--- src/hw/rtl/ssq_pkg.sv ---
// shared types and constants for the sorted stack priority queue
package ssq_pkg;

  localparam int unsigned Depth = 16;
  localparam int unsigned CntW  = $clog2(Depth + 1);
  localparam int unsigned ValW  = 32;

  typedef enum logic [0:0] {
    CmdPush = 1'b0,
    CmdPop  = 1'b1
  } cmd_e;

  typedef enum logic [1:0] {
    StatOk       = 2'd0,
    StatPopEmpty = 2'd1,
    StatPushFull = 2'd2
  } status_e;

  typedef struct packed {
    cmd_e                   cmd;
    logic signed [ValW-1:0] value;
  } in_t;

  typedef struct packed {
    logic signed [ValW-1:0] popped_value;
    logic signed [ValW-1:0] top_value;
    logic [CntW-1:0]        count;
    logic                   empty_res;
    status_e                status;
  } out_t;

  // per-beat control broadcast to every cell
  typedef struct packed {
    logic                   push;
    logic                   pop;
    logic signed [ValW-1:0] value;
  } cell_ctrl_t;

endpackage

--- src/hw/rtl/sorted_stack_priority_queue_unit.sv ---
// top level of the sorted stack priority queue: cell chain, fill count, result register
//
//   channel | direction | payload         | handshake
//   in      | input     | in_i  (in_t)    | in_valid_i / in_stall_o
//   out     | output    | out_o (out_t)   | out_valid_o / out_stall_i
//
// one beat per cycle unless the input stalls: a push or pop updates every
// cell of the chain when it is accepted; the result appears the cycle after.
// reset clears the fill count and the result valid; cell contents stay
// undefined until written. the input stalls only while a result waits on a
// stalled output.
module sorted_stack_priority_queue_unit (
  input  logic           clk_i,
  input  logic           rst_ni,
  input  logic           in_valid_i,
  output logic           in_stall_o,
  input  ssq_pkg::in_t   in_i,
  output logic           out_valid_o,
  input  logic           out_stall_i,
  output ssq_pkg::out_t  out_o
);

  localparam int unsigned N = ssq_pkg::Depth;

  logic [ssq_pkg::CntW-1:0] count_q, count_d;
  logic                     out_valid_q;
  ssq_pkg::out_t            out_q, out_d;
  ssq_pkg::cell_ctrl_t      ctrl;
  logic                     accept, full, empty;

  logic signed [ssq_pkg::ValW-1:0] entry   [N];
  logic signed [ssq_pkg::ValW-1:0] entry_d [N];
  logic                            mv      [N];

  assign in_stall_o = out_valid_q && out_stall_i;
  assign accept     = in_valid_i && !in_stall_o;
  assign full       = (count_q == ssq_pkg::CntW'(N));
  assign empty      = (count_q == '0);

  assign ctrl.push  = accept && (in_i.cmd == ssq_pkg::CmdPush) && !full;
  assign ctrl.pop   = accept && (in_i.cmd == ssq_pkg::CmdPop) && !empty;
  assign ctrl.value = in_i.value;

  for (genvar i = 0; i < N; i++) begin : g_cell
    logic occ;
    assign occ = (count_q > ssq_pkg::CntW'(i));
    if (i == 0) begin : g_first
      if (N == 1) begin : g_only
        ssq_cell u_cell (
          .clk_i        (clk_i),
          .ctrl_i       (ctrl),
          .occ_i        (occ),
          .prev_entry_i (ctrl.value),
          .prev_mv_i    (1'b0),
          .next_entry_i (entry[i]),
          .entry_o      (entry[i]),
          .entry_d_o    (entry_d[i]),
          .mv_o         (mv[i])
        );
      end else begin : g_head
        ssq_cell u_cell (
          .clk_i        (clk_i),
          .ctrl_i       (ctrl),
          .occ_i        (occ),
          .prev_entry_i (ctrl.value),
          .prev_mv_i    (1'b0),
          .next_entry_i (entry[i+1]),
          .entry_o      (entry[i]),
          .entry_d_o    (entry_d[i]),
          .mv_o         (mv[i])
        );
      end
    end else if (i == N - 1) begin : g_last
      // the bottom slot refills from itself on pop
      ssq_cell u_cell (
        .clk_i        (clk_i),
        .ctrl_i       (ctrl),
        .occ_i        (occ),
        .prev_entry_i (entry[i-1]),
        .prev_mv_i    (mv[i-1]),
        .next_entry_i (entry[i]),
        .entry_o      (entry[i]),
        .entry_d_o    (entry_d[i]),
        .mv_o         (mv[i])
      );
    end else begin : g_mid
      ssq_cell u_cell (
        .clk_i        (clk_i),
        .ctrl_i       (ctrl),
        .occ_i        (occ),
        .prev_entry_i (entry[i-1]),
        .prev_mv_i    (mv[i-1]),
        .next_entry_i (entry[i+1]),
        .entry_o      (entry[i]),
        .entry_d_o    (entry_d[i]),
        .mv_o         (mv[i])
      );
    end
  end

  always_comb begin
    count_d = count_q;
    if (ctrl.push) begin
      count_d = count_q + ssq_pkg::CntW'(1);
    end else if (ctrl.pop) begin
      count_d = count_q - ssq_pkg::CntW'(1);
    end
  end

  always_comb begin
    out_d              = out_q;
    out_d.popped_value = ctrl.pop ? entry[0] : '0;
    out_d.top_value    = (count_d != '0) ? entry_d[0] : '0;
    out_d.count        = count_d;
    out_d.empty_res    = (count_d == '0);
    out_d.status       = ssq_pkg::StatOk;
    if (in_i.cmd == ssq_pkg::CmdPush && full) begin
      out_d.status = ssq_pkg::StatPushFull;
    end else if (in_i.cmd == ssq_pkg::CmdPop && empty) begin
      out_d.status = ssq_pkg::StatPopEmpty;
    end
  end

  always_ff @(posedge clk_i or negedge rst_ni) begin
    if (!rst_ni) begin
      count_q     <= '0;
      out_valid_q <= 1'b0;
    end else begin
      count_q <= count_d;
      if (accept) begin
        out_valid_q <= 1'b1;
      end else if (!out_stall_i) begin
        out_valid_q <= 1'b0;
      end
    end
  end

  always_ff @(posedge clk_i) begin
    if (accept) begin
      out_q <= out_d;
    end
  end

  assign out_valid_o = out_valid_q;
  assign out_o       = out_q;

endmodule

--- src/hw/rtl/ssq_cell.sv ---
// one slot of the sorted shift chain
module ssq_cell (
  input  logic                            clk_i,
  input  ssq_pkg::cell_ctrl_t             ctrl_i,
  input  logic                            occ_i,
  input  logic signed [ssq_pkg::ValW-1:0] prev_entry_i,
  input  logic                            prev_mv_i,
  input  logic signed [ssq_pkg::ValW-1:0] next_entry_i,
  output logic signed [ssq_pkg::ValW-1:0] entry_o,
  output logic signed [ssq_pkg::ValW-1:0] entry_d_o,
  output logic                            mv_o
);

  logic signed [ssq_pkg::ValW-1:0] entry_q, entry_d;
  logic                            mv;

  // this slot is at or below the insertion point
  assign mv = !occ_i || (entry_q >= ctrl_i.value);

  always_comb begin
    entry_d = entry_q;
    if (ctrl_i.push && mv) begin
      entry_d = prev_mv_i ? prev_entry_i : ctrl_i.value;
    end else if (ctrl_i.pop) begin
      entry_d = next_entry_i;
    end
  end

  always_ff @(posedge clk_i) begin
    entry_q <= entry_d;
  end

  assign entry_o   = entry_q;
  assign entry_d_o = entry_d;
  assign mv_o      = mv;

endmodule
--- config.mk ---
export PLATFORM = sky130hd
export DESIGN_NAME = sorted_stack_priority_queue_unit
export DESIGN_NICKNAME = d
export VERILOG_FILES = /design/src/hw/rtl/ssq_pkg.sv /design/src/hw/rtl/sorted_stack_priority_queue_unit.sv /design/src/hw/rtl/ssq_cell.sv
export SDC_FILE = /design/constraint.sdc
export NUM_CORES = 2
export LEC_CHECK = 0
export BUFFER_PORTS_ARGS = -buffer_cell sky130_fd_sc_hd__buf_2
export CAP_MARGIN = 5
export CORE_ASPECT_RATIO = 0.9
export CORE_MARGIN = 2
export CORE_UTILIZATION = 55
export DETAILED_ROUTE_END_ITERATION = 6
export MAX_ROUTING_LAYER = met4
export PLACE_DENSITY = 0.72
export SYNTH_ARGS = -nofsm -noshare
export SYNTH_HDL_FRONTEND = slang
export SYNTH_HIERARCHICAL = 1
export SYNTH_SLANG_ARGS = --single-unit
--- constraint.sdc ---
create_clock -name clk_i -period 4.45 [get_ports clk_i]
set_clock_uncertainty 0.2 [all_clocks]
set_input_delay 0.6675 -clock clk_i [delete_from_list [all_inputs] [get_ports clk_i]]
set_output_delay 0.6675 -clock clk_i [all_outputs]
set_load 0.05 [all_outputs]
==> Word-level counts from Yosys, hierarchy flattened <==
Cells that the tools add are included.
{ "word_totals": {"regBits": 590, "input_bits": 37, "out_inout_bits": 74} }
{ "classes": {"addsub": 2, "magnitude_cmp": 32, "n_eq_ne": 2, "mux": 50, "bitwise": 1, "reduce_logical": 76} }
{ "op_table": {"columns": ["op", "count"], "rows": [
  ["$mux W32", 45],
  ["$ge A32 B32 Y1", 16],
  ["$gt A5 B4 Y1 const B", 8],
  ["$reduce_bool A2 Y1", 14],
  ["$logic_and A1 B1 Y1", 24],
  ["$gt A5 B3 Y1 const B", 4],
  ["$logic_not A1 Y1", 19],
  ["$logic_or A1 B1 Y1", 16],
  ["$gt A5 B1 Y1 const B", 2],
  ["$gt A5 B2 Y1 const B", 2],
  ["$logic_not A5 Y1", 2],
  ["$mux W5", 2],
  ["$add A5 B1 Y5 const B", 1],
  ["$eq A5 B5 Y1 const B", 1],
  ["$reduce_bool A5 Y1", 1],
  ["$sub A5 B1 Y5 const B", 1],
  ["$mux W1", 3],
  ["$ne A2 B1 Y1 const B", 1],
  ["$not A1 Y1", 1]
]} }

==> Logic depth before layout (Yosys ltp) <==
{ "logic_depth": {"word_depth": 8, "ltp_mapped": 13, "depth_no_buf": 11} }

==> Modules after synthesis <==
Netlist, hierarchy kept.
{ "by_module_without_submodules": {"columns": ["mod", "n_inst", "cells_per_inst", "area_per_inst_um2", "seq_area_each_um2"], "rows": [
  ["ssq_cell", 16, 264, 2533.7, 640.6],
  ["sorted_stack_priority_queue_unit", 1, 245, 3587.2, 2312.2]
]} }

==> Worst setup path after synthesis <==
OpenSTA, ideal clock, no wires.
{ "synth_timing": {"path_type": "input-to-reg", "startpoint": "input port in_valid_i", "endpoint": "register out_q (netlist bit out_o[10]) (data pin)", "setup_ns": 0.258, "arrival_time_ns": 3.937, "required_ns": 3.992, "slack_ns": 0.056, "path_stages": 10, "path_buffers": 4, "cell_sequence": "a21bo_2 inv_2 buf_2 and3_1 clkbuf_1 clkbuf_1 clkbuf_1 mux2i_1 mux2i_1 a21boi_2"} }
{ "synth_lines": {"columns": ["item", "line", "text"], "rows": [
  ["from (decl)", "sorted_stack_priority_queue_unit.sv:15", "input logic in_valid_i,"],
  ["to (signal assigned)", "sorted_stack_priority_queue_unit.sv:140", "out_q <= out_d;"],
  ["to (decl)", "sorted_stack_priority_queue_unit.sv:27", "ssq_pkg::out_t out_q, out_d;"]
]} }

==> summary.txt <==
Global routing
  – Initial antenna violation count: 0
  – Grt total ovfl: 0
  – Largest net degree at the start of global routing: 71
  – Total Routing Usage GR: 0.262
  – Global-route wire length before repair: between 150 and 200 mm
  – Vias in the first global route: 32,691

Timing
  – Fmax: approximately 0.28 GHz
  – Final worst-path cycle share: 0.797
  – Final Hold Viols: 0
  – RSZ-0062 raised after global routing: no
  – Post-route setup slack: between 0.9 and 1 ns
  – Fin. max-slew vios: 0
  – Rel. slew slack: 0.425
  – Setup TNS: 0 ns
  – Worst Max-Slew Pin Slew: roughly 0.86 ns
  – Final min period: 3.55 ns
  – Endpoints failing setup: 0

Placement
  – PortBufs: 110
  – Detailed placement HPWL: 81.0 mm
  – Worst slack, placed: about 0.37 ns
  – Placed cell areas: ~47,000 sq um
  – RePlAce Congestion: between 0.9 and 1

Power and ir drop
  – Design Power: approximately 0.035 W
  – Reg power frac: 0.306
  – Clock power frac: 0.171
  – Int Power: 0.0203 W
  – Pleak: 22.7 nW
  – Sw Ratio: 0.424
  – Pwr Density: about 720 nW/um^2
  – VDD IR-drop max: between 500 and 600 uV
  – Comb pwr share: 0.523
  – Switching Power: 0.0150 W

Floorplan
  – Initial core utilization: 0.555
  – Placement row count: 98
  – I/O pin count: approximately 110
  – Die W: around 300 um
  – Chip height: 273 um
  – Die area: 82,500 sq um
  – CORE AREA: about 80,000 sq um

Logic synthesis
  – Syn avg cell area: ~9.9 sq um
  – Cells after synthesis: 4,466
  – Synth Cell Area: between 40,000 and 50,000 sq um
  – Syn nets: between 5,000 and 6,000
  – Yosys warns: 6

Worst setup path
  – Reg2reg path depth: 11
  – Req. time, crit path: about 4.8 ns
  – CP arrival: a little under 4 ns
  – Crit path launch type: primary input
  – FF-to-FF setup slack: 0.92 ns
  – Delay-heaviest family, CP: buffers and inverters
  – CP Max Fanout: 32
  – CP bufs+invs: 4
  – CP endpoint kind: flop
  – Reg-to-Reg End: out_o[10]$_SDFFCE_PN0N_
  – Slowest stage cell on the critical path: buf_2
  – Crit path cell chain: buf_2, buf_4, inv_1, ha_1, nand4_1, nor4_2, a31oi_1, nand2_1, a211oi_1, a311oi_4, buf_12, mux2i_1
  – Setup Crit Path Kind: primary input to flop
  – Worst r2r src: count_q[1]$_DFF_PN0_
  – Max incr delay on CP: 0.45 ns

Routing
  – Uppermost layer routed: met4
  – Drt drc: 0
  – First drt pass iteration count: 6
  – Drt wl/cell: approximately 18 um
  – M1 WL: 51.8 mm
  – Met3 WL: roughly 3.7 mm
  – Post-Route WL: 105 mm
  – Met2 routed WL: approximately 47 mm
  – Detailed-route via count: between 30,000 and 40,000
  – Post-route ant nets: 0
  – DR vias/cell: 5.66
  – Drt initial violations: about 1,500

Layout
  – Finished Cell Area: around 49,000 sq um
  – Final core occ: 0.616
  – Net count, final: around 5,200
  – Layout area overhead: 11.0%
  – Share of cells above drive strength 1: 0.104
  – # diodes: 0

CTS
  – Max Buffers Root-to-Sink: 3
  – Clock root buffer: clkbuf_16
  – H-tree depth: 3
  – Worst-path clk slew: 0.06 ns
  – Worst skew pair latency: 0.64 ns
  – Clock sinks: 590
  – TritonCTS clock tree: built
  – CTS buffer count: 70

Hold path
  – Hold depth: 2
  – Hold Crit Endpoint: out_valid_o$_DFFE_PN0P_
  – Worst Hold Launch: in_valid_i
  – Min-Delay Path Class: primary input to flop

Status
  – Status: finished clean

Run
  – Max Cap Viol: 0
==> what timing repair did <==
item	CTS	global route
resized for setup	0	0
hold buffers	1	0
endpoints found under the hold margin	6	0
buffers inserted	0	0
==> through the flow <==
step / instances / hold WS [ns]
floorplan: 4466 / 0.172
CTS: 5719 / 0.00853
detailed placement: 5597 / 0.363
finish: 5719 / 0.0428
global route: 5719 / 0.0369
global placement: 5597 / 0.355
==> power by group through the flow <==
stage,Combinational [W],Clock (W),Sequential [W]
2_1_floorplan,0.0145,0,0.0101
3_3_place_gp,0.0178,0,0.0108
3_5_place_dp,0.0183,0,0.0109
4_1_cts,0.0185,0.00616,0.0108
5_1_grt,0.0205,0.00636,0.0112
6_report,0.0185,0.00604,0.0108
==> placed cells by master, fill, tap and decap left out, types with 17 or more instances in the layout <==
master     count
nor4_2        32
inv_1        613
nor3_1        21
a21oi_1      242
buf_12        36
clkbuf_1      18
clkbuf_16     74
a211oi_1      49
dfxtp_1      512
o21ai_0       60
mux2i_1     1536
ha_1         518
nand4_1       97
nor2_1        55
xnor2_1       17
buf_2        110
and2_1        35
a21boi_2      30
edfxtp_1      72
buf_4        129
nand3_1       51
nand2_1      182
==> cell type report <==
class / count / area, sq um
clock buffers: 101 / 2040
clock inverters: 20 / 327
fillers: 6685 / 30500
inverters: 614 / 2300
multi-input cells: 3068 / 28100
flip-flops and latches: 590 / 12600
well taps: 1050 / 1310
repair buffers: 276 / 2250
==> flip-flops by register name (all words and copies together), names as in the netlist <==
| name | count |
|---|---|
| g_cell.g_last.u_cell/entry_o | 32 |
| out_o | 72 |
| out_valid_o | 1 |
| g_cell.g_first.g_head.u_cell/entry_o | 32 |
| count_q | 5 |
| g_cell.g_mid.u_cell/entry_o | 448 |
==> metal layers <==
layer  track usage  up-vias
met3        0.0288      147
met2         0.414      513
met1         0.357    15375
li1              -    16308
met4        0.0673        0
met5             -        -
==> worst max-delay path by stage <==
| stage | start | end | slack [ns] | depth (start not counted) |
|---|---|---|---|---|
| 3_5_place_dp | in_i[13] | out_o[30]$_SDFFCE_PN0N_ | 0.37 | 13 |
| 3_3_place_gp | in_i[10] | out_o[18]$_SDFFCE_PN0N_ | 0.42 | 13 |
| 5_1_grt | in_i[5] | out_o[26]$_SDFFCE_PN0N_ | 0.74 | 12 |
| 6_report | in_i[31] | g_cell[1].g_mid.u_cell/entry_o[27]$_DFF_P_ | 0.90 | 12 |
| 4_1_cts | count_q[1]$_DFF_PN0_ | out_o[30]$_SDFFCE_PN0N_ | 0.96 | 11 |
| 2_1_floorplan | in_valid_i | out_o[10]$_SDFFCE_PN0N_ | 0.06 | 10 |
No activity file was read; power rests on OpenSTA's default activity.
